## config.mk

```make
export PLATFORM = sky130hd
export DESIGN_NAME = mmb_queue
export DESIGN_NICKNAME = d
export VERILOG_FILES = /design/src/hdl/mmb_pkg.sv /design/src/hdl/mmb_queue.sv
export SDC_FILE = /design/constraint.sdc
export NUM_CORES = 1
export LEC_CHECK = 0
export BUFFER_PORTS_ARGS = -buffer_cell sky130_fd_sc_hd__buf_2
export CAP_MARGIN = 20
export CORE_ASPECT_RATIO = 0.75
export CORE_MARGIN = 4
export CORE_UTILIZATION = 45
export CTS_CLUSTER_SIZE = 14
export DETAILED_ROUTE_END_ITERATION = 10
export PLACE_DENSITY = 0.76
export SLEW_MARGIN = 20
export SYNTH_ARGS = -nofsm -noshare
export SYNTH_HDL_FRONTEND = slang
export SYNTH_SLANG_ARGS = --single-unit
export TNS_END_PERCENT = 100
```

## constraint.sdc

```tcl
create_clock -name i_clk -period 3.4 [get_ports i_clk]
set_input_delay 0.34 -clock i_clk [delete_from_list [all_inputs] [get_ports i_clk]]
set_output_delay 0.34 -clock i_clk [all_outputs]
set_load 0.02 [all_outputs]
```

## src/hdl/mmb_pkg.sv

```systemverilog
package mmb_pkg;

    localparam int RAM_WORDS     = 524288;
    localparam int SCRATCH_WORDS = 1024;
    localparam int EXP_WORDS     = 32768;
    localparam int ROM_WORDS     = 131072;
    localparam int SINK_WORDS    = 16384;

    localparam int RAM_AW     = $clog2(RAM_WORDS);
    localparam int SCRATCH_AW = $clog2(SCRATCH_WORDS);
    localparam int EXP_AW     = $clog2(EXP_WORDS);
    localparam int ROM_AW     = $clog2(ROM_WORDS);
    localparam int SINK_AW    = $clog2(SINK_WORDS);

    localparam int MAX_CLR_A = (RAM_WORDS > EXP_WORDS) ? RAM_WORDS : EXP_WORDS;
    localparam int MAX_CLR_B = (SCRATCH_WORDS > SINK_WORDS) ? SCRATCH_WORDS : SINK_WORDS;
    localparam int CLR_WORDS = (MAX_CLR_A > MAX_CLR_B) ? MAX_CLR_A : MAX_CLR_B;
    localparam int CLR_AW    = $clog2(CLR_WORDS);

    localparam int MAX_WORDS = (CLR_WORDS > ROM_WORDS) ? CLR_WORDS : ROM_WORDS;
    localparam int IDX_W     = $clog2(MAX_WORDS);

    localparam int Q_DEPTH = 2;
    localparam int Q_AW    = $clog2(Q_DEPTH);
    localparam int Q_CW    = $clog2(Q_DEPTH + 1);

    localparam logic [31:0] WINDOW_MASK   = 32'h1FC0_0000;
    localparam logic [31:0] WINDOW_BASE   = 32'h1F80_0000;
    localparam logic [15:0] SCRATCH_LIMIT = 16'h1000;
    localparam logic [15:0] RAM_SEG_K0    = 16'h0000;
    localparam logic [15:0] RAM_SEG_K1    = 16'h8000;
    localparam logic [15:0] RAM_SEG_K2    = 16'hA000;
    localparam logic [15:0] RAM_SEG_ALT   = 16'h3C00;
    localparam logic [15:0] EXP_PAGE      = 16'h1F00;
    localparam logic [15:0] ROM_SEG_K0    = 16'h1FC0;
    localparam logic [15:0] ROM_SEG_K1    = 16'h9FC0;
    localparam logic [15:0] ROM_SEG_K2    = 16'hBFC0;

    localparam logic [1:0] OP_READ     = 2'd0;
    localparam logic [1:0] OP_WRITE    = 2'd1;
    localparam logic [1:0] OP_ROM_LOAD = 2'd2;

    localparam logic [1:0] SZ_BYTE = 2'd0;
    localparam logic [1:0] SZ_HALF = 2'd1;

    typedef enum logic [2:0] {
        REG_RAM     = 3'd0,
        REG_SCRATCH = 3'd1,
        REG_EXP     = 3'd2,
        REG_ROM     = 3'd3,
        REG_SINK    = 3'd4,
        REG_HW      = 3'd5
    } t_region;

    typedef enum logic [2:0] {
        SEL_NONE,
        SEL_RAM,
        SEL_SCRATCH,
        SEL_EXP,
        SEL_ROM,
        SEL_SINK
    } t_sel;

    typedef enum logic [1:0] {
        RM_NONE,
        RM_HALF,
        RM_WORD
    } t_rmode;

    typedef struct packed {
        logic [1:0]  operation;
        logic [1:0]  access_size;
        logic [31:0] address;
        logic [31:0] write_data;
        logic        cache_isolate;
    } t_request;

    typedef struct packed {
        logic [31:0] read_data;
        logic [2:0]  target_region;
        logic        write_dropped;
    } t_result;

    typedef struct packed {
        t_sel             sel;
        logic             wr;
        t_rmode           rmode;
        logic             half_hi;
        logic [3:0]       be;
        logic [31:0]      wdata;
        logic [IDX_W-1:0] idx;
        t_region          region;
        logic             dropped;
    } t_cmd;

endpackage

```

## src/hdl/mmb_queue.sv

```systemverilog
module mmb_queue (
    input  logic          i_clk,
    input  logic          i_rst_n,
    input  logic          i_push,
    input  mmb_pkg::t_cmd i_cmd,
    input  logic          i_pop,
    output logic          o_full,
    output logic          o_valid,
    output mmb_pkg::t_cmd o_cmd
);
    import mmb_pkg::*;

    t_cmd            r_entry [Q_DEPTH];
    logic [Q_AW-1:0] r_wp;
    logic [Q_AW-1:0] r_rp;
    logic [Q_CW-1:0] r_count;

    always_ff @(posedge i_clk) begin
        if (!i_rst_n) begin
            r_wp    <= '0;
            r_rp    <= '0;
            r_count <= '0;
        end else begin
            if (i_push) begin
                r_wp <= (r_wp == Q_AW'(Q_DEPTH - 1)) ? '0 : r_wp + 1'b1;
            end
            if (i_pop) begin
                r_rp <= (r_rp == Q_AW'(Q_DEPTH - 1)) ? '0 : r_rp + 1'b1;
            end
            case ({i_push, i_pop})
                2'b10:   r_count <= r_count + 1'b1;
                2'b01:   r_count <= r_count - 1'b1;
                default: r_count <= r_count;
            endcase
        end
    end

    always_ff @(posedge i_clk) begin
        if (i_push) begin
            r_entry[r_wp] <= i_cmd;
        end
    end

    assign o_full  = r_count == Q_CW'(Q_DEPTH);
    assign o_valid = r_count != '0;
    assign o_cmd   = r_entry[r_rp];

endmodule

```

# After elaboration in Yosys (flattened, before gate mapping)
# Memory sizes are Yosys's and may differ from the RTL's. A register that Yosys moved wholly into a read port is not among the register bits.
# Index checks and enable logic that the tools add are counted.
[op_classes]
eq_ne = 3
reduce_logical = 2
n_mux = 7
add_sub_neg = 4
[op_table]
columns = ["cell", "count"]
rows = [
  ["two-way mux 1 bit", 6],
  ["== test 2 bit, second input constant", 2],
  ["case mux 2 bit (2 select lines)", 1],
  ["nonzero test 2 bit", 2],
  ["adder 1 bit, second input constant", 2],
  ["adder 2 x 1 -> 2 bit, second input constant", 1],
  ["== test 2 x 1 -> 1 bit, second input constant", 1],
  ["subtractor 2 x 1 -> 2 bit, second input constant", 1],
]
[word_totals]
ramBits = 132
memories = 1
word_cells = 20
output_inout_bits = 68
regBits = 4
[mem_list]
columns = ["name", "words", "width", "read_ports", "rd_clocked_by_memory_dff", "wr", "line_no", "source"]
rows = [
  ["r_entry", 2, 66, 1, 1, 1, "mmb_queue.sv:13", "t_cmd r_entry [Q_DEPTH];"],
]

# Longest topological paths before layout
[logic_depth]
depth_word = 4
depth_mapped = 5

# Worst setup path before layout
# Ideal clock, no wire load.
[synth_path]
path_type = "input-to-reg"
startpoint = "input i_push"
endpoint = "memory r_entry[0][0] (netlist bit) (enable)"
arrival_time_ps = 3197
path_slack_ps = -290
required_ps = 2907
path_stages = 2
cell_sequence = "inv_1 -> nor2_1"
[synth_via]
elab_chain_len = 2
[synth_rtl]
columns = ["item", "line_no", "source"]
rows = [
  ["from (decl)", "mmb_queue.sv:4", "input logic i_push,"],
  ["two-way mux 1 bit", "mmb_queue.sv:39", "if (i_push) begin"],
  ["two-way mux 1 bit (implied by the code)", "mmb_queue.sv:40", "r_entry[r_wp] <= i_cmd;"],
  ["to (decl)", "mmb_queue.sv:13", ""],
]
# No other way between the ends.

==> key figures <==
Synthesis
  • Synth Area in Compound Gates: 0.403%
  • Adder-cell area share of the yosys netlist: 0.252%
  • Post-Synth XOR/XNOR Area: less than 1%
  • Register area share after synthesis: 81.8%
  • Mapped Area: around 0.005 mm²
  • Ys Warns: 0
  • Seq cells post-synth: ~140
  • Largest family of logic cells by synthesized area: multiplexers
  • Post-synthesis simple-gate area fraction: 1.13%
  • Post-Syn Nets: 298
  • Unique masters post-synth: 18
  • Cells after synthesis: approximately 230
  • Avg Synthesized Cell Area: around 22 µm²
  • Mux contribution to synthesized area: around 15%

Global route
  • Vias in the first global route: 2808
  • Total grt overflow: 0
  • Global-route wire length before repair: between 10 and 15 mm
  • Largest net degree at the start of global routing: between 60 and 70
  • Initial antenna violation count: 1
  • GR Util All Layers: approximately 14%

CTS
  • Clock transition at path regs: roughly 0.060 ns
  • Resized cells post-CTS: 0
  • Bufs on Longest Clock Path: 2
  • H-tree levels: 4
  • CTS tree: yes
  • Post-CTS setup buffers: 0
  • Root Driver: clkbuf_16
  • Clk sink count: ~140
  • CTS buffer count: 17
  • Post-CTS Hold Buffers: 0
  • Clock latency on the worst-skew pair: approximately 0.40 ns

Place
  • I/O Buffers: between 100 and 150
  • DP HPWL: 5.80 mm
  • Routability Congestion: 0.711
  • Placed cell area: around 0.0058 mm²
  • DP Cell Count: approximately 500

Min path
  • Worst hold start: i_cmd[34]
  • Number of stages on the worst hold path: 1
  • Min-Delay Endpoint: r_entry[0][34]
  • Hold Crit Class: primary input to register

Run status
  • Outcome: complete, no violations

STA
  • Final Critical Period: roughly 2.4 ns
  • Rel. slew slack: 37.9%
  • Hold Violations, Final: 0
  • RSZ-0062 raised after global routing: false
  • Fmax: about 410 MHz
  • Clock skew: 0.00642 ns
  • Sum Neg Setup Slack: 0 ns
  • Ratio of final minimum period to clock period: a little under three quarters
  • Worst-Margin Slew: roughly 0.93 ns
  • Count of final setup violators: 0
  • Final Max Tran Viols: 0

Finish
  • Area of the multi-input gates: roughly 870 µm²
  • Fin util: 61.2%
  • Layout cells sized above 1: between 60% and 70%
  • Nets: between 400 and 500
  • Most frequent cells in the layout: 137 x buf_2, 132 x edfxtp_1, 66 x mux2_2
  • Non-filler instance count after layout: around 530
  • Antenna Cells: 0
  • Synthesis-to-finish area growth: 29.6%
  • Final Instance Area: 0.00644 mm²
  • FILL cells: 786
  • Area taken by flip-flops and latches: 0.00407 mm²
  • Commonest non-fill, non-tap cell in the layout: buf_2

Routing
  • First drt pass iteration count: 4
  • DRT antenna net count: 0
  • Via/cell ratio: approximately 4.8
  • Detailed-route via count: between 2000 and 3000
  • Starting DRC count in detailed routing: roughly 130
  • WL/cell: roughly 17 µm
  • DRC violations left: 0
  • Final WL: between 9 and 10 mm

Flow run
  • # Max-Cap Violations: 0

Worst setup path
  • CP required: roughly 3 ns
  • Critical path fanouts, max: 36
  • Worst r2r path cells: 1
  • CP endpoint kind: output pin
  • Critical Path Source Type: register
  • WP data arrival: about 2.1 ns
  • Crit path kind: register to output pin
  • FF-to-FF End: r_entry[1][57]
  • R2R Setup Slk: between 1.5 and 2 ns
  • Reg-to-Reg Start: r_wp

Power
  • Maximum vdd ir drop: 0.524 mV
  • LEAKAGE: 0.00243 µW
  • Pwr/cell area: about 670 mW/mm²

Floorplanning
  • Die area: 0.0128 mm²
  • Initial Util: between 40 and 50%
  • Die height: 99.0 µm
  • Number of I/O pins: between 100 and 150
  • Die X: 129 µm
  • Num rows: 32
  • Core Footprint: roughly 0.011 mm²
layout make-up:
type | count | area share (%)
inverter | 1 | 0.0583
timing repair buffer | 139 | 11.3
multi-input combinational | 82 | 13.5
tap | 136 | 2.64
clock inverter | 13 | 2.76
clock buffer | 19 | 6.72
sequential | 137 | 63.1
cell usage after synthesis, drive strengths merged:
cell    number  area (µm²)
a21boi       1        7.51
and2         4        25.0
and2b        1        8.76
buf          7        45.0
dfxtp        5         100
edfxtp     132        3960
ha           1        12.5
inv          1        3.75
mux2        66         743
nor2         1        3.75
nor2b        1        6.26
o21a         1        7.51
o21ai        1        5.00
or2          1        6.26
or3          1        6.26
xnor2        2        17.5
xor2         1        8.76
power by group:
part	switching, µW	internal, µW	total [µW]
clock	661	1220	1880
combinational	247	185	432
sequential	36.2	1950	1990
per-stage QoR:
step	hold slack [ns]	setup slack, ns	power, µW
global route	0.109	0.852	4460
floorplan	0.439	0.866	2290
CTS	0.104	0.926	4350
detailed placement	0.496	1.36	2460
global placement	0.471	1.38	2450
finish	0.123	0.975	4300
per-layer routing:
metal | wire [µm] | GRT usage (%) | vias up
met3 | 746 | 4.28 | 7
met4 | 59 | 6.94 | 2
met5 | 7 | 0 | -
li1 | - | - | 1194
met2 | 4380 | 23.0 | 104
met1 | 3880 | 17.7 | 1247
cells by family (layout without fill, tap and decap cells):
family,count (synthesis),count (layout)
buffers and inverters,8,172
xor gates and xnor gates,3,3
muxes,66,66
adders and majority gates,1,1
DFF,137,137
and+or+nand+nor,9,9
AOI/OAI and AO/OA,3,3
worst max path at each step:
stage                     startpoint       endpoint  slack [ns]  cells past startpoint
after floorplan               i_push  r_entry[0][0]        0.87                      2
final                       register      o_cmd[35]        0.97                      3
after global routing        register      o_cmd[14]        0.85                      3
after detailed placement    register      o_cmd[40]        1.36                      3
after global placement      register       o_cmd[3]        1.38                      3
after CTS                   register      o_cmd[19]        0.93                      3
registers in the layout, indices dropped and copies added (netlist names), named ones only:
register  flops
r_rp          1
r_count       2
r_wp          1
r_entry     132
worst max-delay path: stages, from the launching register on:
cell     delay [ns]
dfxtp_2        0.82
buf_12         0.31
mux2_2         0.37
buf_2          0.16
Power figures use the tool's default switching activity.
