`config.mk`:
```
export PLATFORM = sky130hd
export DESIGN_NAME = mmb_front
export DESIGN_NICKNAME = d
export VERILOG_FILES = /design/src/hdl/mmb_pkg.sv /design/src/hdl/mmb_front.sv
export SDC_FILE = /design/constraint.sdc
export NUM_CORES = 1
export LEC_CHECK = 0
export ABC_AREA = 0
export BUFFER_PORTS_ARGS = -buffer_cell sky130_fd_sc_hd__buf_2
export CAP_MARGIN = 30
export CORE_ASPECT_RATIO = 1.5
export CORE_UTILIZATION = 40
export DETAILED_ROUTE_END_ITERATION = 10
export GPL_TIMING_DRIVEN = 0
export PLACE_DENSITY = 0.95
export SLEW_MARGIN = 15
export SYNTH_ARGS = -nofsm -noshare
export SYNTH_HDL_FRONTEND = slang
export SYNTH_SLANG_ARGS = --single-unit
```
`constraint.sdc`:
```
create_clock -name vclk -period 3.6
set_input_delay 0.54 -clock vclk [all_inputs]
set_output_delay 0.54 -clock vclk [all_outputs]
set_load 0.1 [all_outputs]
```
`src/hdl/mmb_pkg.sv`:
```
package mmb_pkg;

    localparam int RAM_WORDS     = 524288;
    localparam int SCRATCH_WORDS = 1024;
    localparam int EXP_WORDS     = 32768;
    localparam int ROM_WORDS     = 131072;
    localparam int SINK_WORDS    = 16384;

    localparam int RAM_AW     = $clog2(RAM_WORDS);
    localparam int SCRATCH_AW = $clog2(SCRATCH_WORDS);
    localparam int EXP_AW     = $clog2(EXP_WORDS);
    localparam int ROM_AW     = $clog2(ROM_WORDS);
    localparam int SINK_AW    = $clog2(SINK_WORDS);

    localparam int MAX_CLR_A = (RAM_WORDS > EXP_WORDS) ? RAM_WORDS : EXP_WORDS;
    localparam int MAX_CLR_B = (SCRATCH_WORDS > SINK_WORDS) ? SCRATCH_WORDS : SINK_WORDS;
    localparam int CLR_WORDS = (MAX_CLR_A > MAX_CLR_B) ? MAX_CLR_A : MAX_CLR_B;
    localparam int CLR_AW    = $clog2(CLR_WORDS);

    localparam int MAX_WORDS = (CLR_WORDS > ROM_WORDS) ? CLR_WORDS : ROM_WORDS;
    localparam int IDX_W     = $clog2(MAX_WORDS);

    localparam int Q_DEPTH = 2;
    localparam int Q_AW    = $clog2(Q_DEPTH);
    localparam int Q_CW    = $clog2(Q_DEPTH + 1);

    localparam logic [31:0] WINDOW_MASK   = 32'h1FC0_0000;
    localparam logic [31:0] WINDOW_BASE   = 32'h1F80_0000;
    localparam logic [15:0] SCRATCH_LIMIT = 16'h1000;
    localparam logic [15:0] RAM_SEG_K0    = 16'h0000;
    localparam logic [15:0] RAM_SEG_K1    = 16'h8000;
    localparam logic [15:0] RAM_SEG_K2    = 16'hA000;
    localparam logic [15:0] RAM_SEG_ALT   = 16'h3C00;
    localparam logic [15:0] EXP_PAGE      = 16'h1F00;
    localparam logic [15:0] ROM_SEG_K0    = 16'h1FC0;
    localparam logic [15:0] ROM_SEG_K1    = 16'h9FC0;
    localparam logic [15:0] ROM_SEG_K2    = 16'hBFC0;

    localparam logic [1:0] OP_READ     = 2'd0;
    localparam logic [1:0] OP_WRITE    = 2'd1;
    localparam logic [1:0] OP_ROM_LOAD = 2'd2;

    localparam logic [1:0] SZ_BYTE = 2'd0;
    localparam logic [1:0] SZ_HALF = 2'd1;

    typedef enum logic [2:0] {
        REG_RAM     = 3'd0,
        REG_SCRATCH = 3'd1,
        REG_EXP     = 3'd2,
        REG_ROM     = 3'd3,
        REG_SINK    = 3'd4,
        REG_HW      = 3'd5
    } t_region;

    typedef enum logic [2:0] {
        SEL_NONE,
        SEL_RAM,
        SEL_SCRATCH,
        SEL_EXP,
        SEL_ROM,
        SEL_SINK
    } t_sel;

    typedef enum logic [1:0] {
        RM_NONE,
        RM_HALF,
        RM_WORD
    } t_rmode;

    typedef struct packed {
        logic [1:0]  operation;
        logic [1:0]  access_size;
        logic [31:0] address;
        logic [31:0] write_data;
        logic        cache_isolate;
    } t_request;

    typedef struct packed {
        logic [31:0] read_data;
        logic [2:0]  target_region;
        logic        write_dropped;
    } t_result;

    typedef struct packed {
        t_sel             sel;
        logic             wr;
        t_rmode           rmode;
        logic             half_hi;
        logic [3:0]       be;
        logic [31:0]      wdata;
        logic [IDX_W-1:0] idx;
        t_region          region;
        logic             dropped;
    } t_cmd;

endpackage

```
`src/hdl/mmb_front.sv`:
```
module mmb_front (
    input  mmb_pkg::t_request i_request,
    output mmb_pkg::t_cmd     o_cmd
);
    import mmb_pkg::*;

    logic [15:0] pg;
    logic [13:0] wo;
    logic        in_window;
    logic        is_ram;
    logic        is_exp;
    logic        is_rom;
    logic [31:0] raw_ram;
    logic [31:0] raw_scr;
    logic [31:0] raw_exp;
    logic [31:0] raw_rom;
    logic [31:0] raw_rom_ld;
    logic [31:0] raw_sink;
    logic        is_word;
    logic        is_write;
    t_cmd        cmd;

    always_comb begin
        pg = i_request.address[31:16];
        wo = i_request.address[15:2];
        in_window = (i_request.address & WINDOW_MASK) == WINDOW_BASE;
        is_ram = (pg[15:7] == RAM_SEG_K0[15:7]) || (pg[15:7] == RAM_SEG_K1[15:7]) ||
                 (pg[15:7] == RAM_SEG_K2[15:7]) || (pg[15:7] == RAM_SEG_ALT[15:7]);
        is_exp = pg[15:1] == EXP_PAGE[15:1];
        is_rom = (pg[15:3] == ROM_SEG_K0[15:3]) || (pg[15:3] == ROM_SEG_K1[15:3]) ||
                 (pg[15:3] == ROM_SEG_K2[15:3]);
        raw_ram    = {13'd0, pg[4:0], wo};
        raw_scr    = {22'd0, i_request.address[11:2]};
        raw_exp    = {17'd0, pg[0], wo};
        raw_rom    = {15'd0, pg[2:0], wo};
        raw_rom_ld = {2'd0, i_request.address[31:2]};
        raw_sink   = {18'd0, wo};
        is_word    = i_request.access_size[1];
        is_write   = i_request.operation == OP_WRITE;

        cmd         = '0;
        cmd.sel     = SEL_NONE;
        cmd.rmode   = RM_NONE;
        cmd.region  = REG_RAM;
        cmd.half_hi = i_request.address[1];
        cmd.wdata   = i_request.write_data;
        cmd.be      = 4'hF;
        if (!is_word) begin
            if (i_request.access_size == SZ_HALF) begin
                cmd.be    = i_request.address[1] ? 4'b1100 : 4'b0011;
                cmd.wdata = i_request.write_data << (5'd16 * {4'd0, i_request.address[1]});
            end else begin
                cmd.be    = 4'b0001 << i_request.address[1:0];
                cmd.wdata = i_request.write_data << (5'd8 * {3'd0, i_request.address[1:0]});
            end
        end

        if (i_request.operation == OP_ROM_LOAD) begin
            cmd.sel    = SEL_ROM;
            cmd.wr     = 1'b1;
            cmd.be     = 4'hF;
            cmd.wdata  = i_request.write_data;
            cmd.idx    = IDX_W'(raw_rom_ld[ROM_AW-1:0]);
            cmd.region = REG_ROM;
        end else if (i_request.operation == OP_READ || is_write) begin
            if (in_window) begin
                if (i_request.address[15:0] < SCRATCH_LIMIT) begin
                    cmd.region = REG_SCRATCH;
                    cmd.sel    = SEL_SCRATCH;
                    cmd.idx    = IDX_W'(raw_scr[SCRATCH_AW-1:0]);
                end else begin
                    cmd.region = REG_HW;
                end
            end else if (is_ram) begin
                cmd.region = REG_RAM;
                cmd.sel    = SEL_RAM;
                cmd.idx    = IDX_W'(raw_ram[RAM_AW-1:0]);
            end else if (is_exp) begin
                cmd.region = REG_EXP;
                cmd.sel    = SEL_EXP;
                cmd.idx    = IDX_W'(raw_exp[EXP_AW-1:0]);
            end else if (is_rom && !is_write) begin
                cmd.region = REG_ROM;
                cmd.sel    = SEL_ROM;
                cmd.idx    = IDX_W'(raw_rom[ROM_AW-1:0]);
            end else begin
                cmd.region = is_rom ? REG_ROM : REG_SINK;
                cmd.sel    = SEL_SINK;
                cmd.idx    = IDX_W'(raw_sink[SINK_AW-1:0]);
            end

            if (is_write) begin
                cmd.wr = cmd.sel != SEL_NONE;
                if (i_request.cache_isolate && !in_window) begin
                    cmd.dropped = 1'b1;
                    cmd.wr      = 1'b0;
                    cmd.sel     = SEL_NONE;
                end
            end else if (cmd.sel != SEL_NONE && i_request.access_size != SZ_BYTE) begin
                cmd.rmode = is_word ? RM_WORD : RM_HALF;
            end else begin
                cmd.sel = SEL_NONE;
            end
        end
        o_cmd = cmd;
    end

endmodule

```
# Word-level counts from Yosys, hierarchy flattened
# Index checks and enable logic that the tools add are counted.
# W data, S select, Z words.
# totals
regBits,0
in_bits,69
out_inout_bits,66
wordCells,63
# op_classes
n_lt_le_gt_ge,1
eq_ne,11
shift,3
mux,33
reduce_logical,15
# ops
cell,count
$mux W36,3
$mux W22,3
$shl A32 B5 Y32,2
$mux W20,2
$mux W3,9
$eq A13 B13 Y1 const B,2
$mux W23,1
$eq A9 B9 Y1 const B,2
$lt A16 B13 Y1 const B,1
$eq A15 B12 Y1 const B,1
$eq A13 B10 Y1 const B,1
$mux W4,3
$mux W10,1
$mux W2,5
$eq A9 B7 Y1 const B,1
$logic_not A9 Y1,1
$eq A7 B7 Y1 const B,1
$logic_or A1 B1 Y1,6
$mux W6,1
$mux W1,5
$eq A2 B1 Y1 const B,2
$shl A1 B2 Y4 const A,1
$logic_and A1 B1 Y1,3
$reduce_bool A3 Y1,1
4 further kinds,5

# Logic depth before layout (Yosys ltp)
# depth
ltp_word,16
mapped_depth,8
depth_no_buf,4

# Worst setup path after synthesis
# OpenSTA, ideal clock, no wires.
# synth_path
path_kind,in2out
from,input i_request[64] in the netlist's numbering
to,output o_cmd[3] in the netlist's numbering
t_arrival_ps,4227
t_required_ps,3060
slack_ps,-1167
cell_stages,4
n_path_buf,0
cell_sequence,and2b_1 -> mux2i_1 -> a21o_2 -> o41ai_1
# synth_lines
item,line,rtl
from (decl),mmb_front.sv:2,"input mmb_pkg::t_request i_request,"
to (decl),mmb_front.sv:3,output mmb_pkg::t_cmd o_cmd

==> flow_summary.ini <==
[route]
met2WireLength_mm = 2.98
vias = 2198
viasPerCell = 5.91
drc_errors = 0
avgRoutedWirePerCell_um = 14.9
wl_met3_um = 546
drtIter0Drc = 110
drt_first_pass_iters = 6
wl_met1_mm = 1.90
ant_nets = 0
wl_mm = 5.56
dr.max_layer_used = met4

[timing]
hold_ws_ps = 1460
finalSetupTns_ps = 0
fin_crit_ps = 2970
final_max_slew_viol_count = 0
finalSetupViolations = 0
fmaxAchievable_mhz = 337
timing.final.crit_share = 0.825
worstMarginPinSlew_ps = 695
rsz0062_at_grt = false
max_slew_margin = 0.532
hold_viol = 0

[pwr]
power_density_nw_per_um2 = 326
worst_ir_drop_vdd_mv = 0.244
power.internal_uw = 124
leakagePower_nw = 1.03
power_frac_clock = 0
combPwrFrac = 1.000
seq_power_share = 0
p_switching_uw = 549
swShare = 0.815

[hold_path]
min_path_type = in2out

[grt]
gr-usage-all-layers = 0.300
grt_max_degree = 11
grt_pass1_wl_mm = 8.00
gr-total-overflow = 0
antenna_found_initial = 0
grt_pass1_vias = 1960

[logic_synthesis]
synth.area.top_cells = a22oi_1 (14%), and2_1 (7.8%), o21ai_0 (7.0%), nand2_1 (6.5%), a221oi_1 (5.5%)
synth.top_cell.area_share = 0.141
synth_cell_types = 44
syn_nets = 270
synth.cell_area_sq_um = 1280
seq_area_frac_synth = 0
syn_avg_cell_area_sq_um = 6.37
post_synth_inst_count = 201
synth_top_cell_by_area = a22oi_1
yosysWarnings = 0

[cts]
cts_setup_buffers = 0
cts_resized = 0
holdBufCountCts = 0

[die]
dieWidth_um = 48.2
num_io_pins = 135
die_h_um = 71.3
core_area_sq_um = 2970
initial_core_util = 0.431
die_area_sq_um = 3430
row_count = 24

[worst_setup_path]
cp_max_fo = 10
cp_data_required_time_ps = 3060
cp-start-kind = primary input
cp_slowest_cell = buf_2
worstSetupEndpointType = output pin
critical_path_arrival_ps = 2430
cp_cell_sequence = buf_2, nand2b_1, nand2_1, clkbuf_1, nand2_1, a221oi_2, buf_2
crit_type = in2out
cpPeakStageDelay_ps = 470

[run]
max_cap_violations = 0

[finish]
design.seq.count = 0
areaGrowthSynthToFinish_pct = 61.6
drive_gt1_frac = 0.498
layout_common_cells = buf_2 (137), a22oi_1 (24), nand2_1 (22)
layout_commonest_cell = buf_2
final_cells = 372
finalNetCount = 404
n_antenna_cell = 0
seq_area_sq_um = 0
nClkBuffers = 0
stdcell_area_sq_um = 2070

[status]
status = finished clean

[placement]
hpwl_mm = 4.46
portBuffers = 132
dpl.cell_count = 372
placed_area_sq_um = 2070
gp_congestion = 0.851
layer usage:
metal,track usage,up-vias
li1,-,1041
met1,0.291,980
met2,0.591,161
met3,0.0353,16
met4,0.0864,0
met5,0,-
layout make-up:
class	count	area [sq um]
multi-input combinational	180	1260
timing repair buffer	132	661
fill	295	905
inverter	6	22.5
buffer	15	73.8
tap	39	48.8
power by group through the flow:
stage	clock network, mW	logic (mW)	registers (mW)
2_1_floorplan	0	0.541	0
3_3_place_gp	0	0.662	0
3_5_place_dp	0	0.669	0
4_1_cts	0	0.669	0
5_1_grt	0	0.698	0
6_report	0	0.674	0
cells in the mapped netlist (all sizes together):
master / number
a22oi: 24
o21bai: 1
and3: 2
nor4: 7
nand2b: 2
nand3: 5
nor2: 12
a21oi: 13
or4: 2
a211o: 1
o22a: 2
nor3: 3
and2b: 1
clkbuf: 7
o31ai: 2
or3: 2
a21boi: 3
nor2b: 11
a221oi: 8
or4bb: 1
o21a: 1
nand4: 2
o21ai: 20
nand2: 22
and2: 16
a21o: 1
inv: 6
o41ai: 1
a2111oi: 1
mux2i: 3
o22ai: 9
o31a: 1
and4: 1
buf: 8
stage by stage:
stage | util | power [mW] | setup WS [ps]
detailed placement | 0.696 | 0.669 | 678
floorplan | - | 0.541 | -328
global route | 0.696 | 0.698 | 529
global placement | 0.696 | 0.662 | 709
finish | 0.696 | 0.674 | 629
CTS | 0.696 | 0.669 | 670
path summary, 6_finish.rpt:
path / cells after the start / startpoint / endpoint
max: 7 / i_request[66] / o_cmd[47]
min: 2 / i_request[34] / o_cmd[59]
kinds of logic after synthesis:
family	count (synthesis)	synth area share
buffers and inverters	21	0.0753
AO/OA/AOI/OAI	88	0.481
multiplexers	3	0.0264
AND/OR/NAND/NOR	89	0.417
worst max-delay path: cells and delay by family:
kind	cells	cell delay (ps)
buf+inv	3	1060
compound gates	1	290
simple gates	3	540
(Power assumes the default switching activity.)
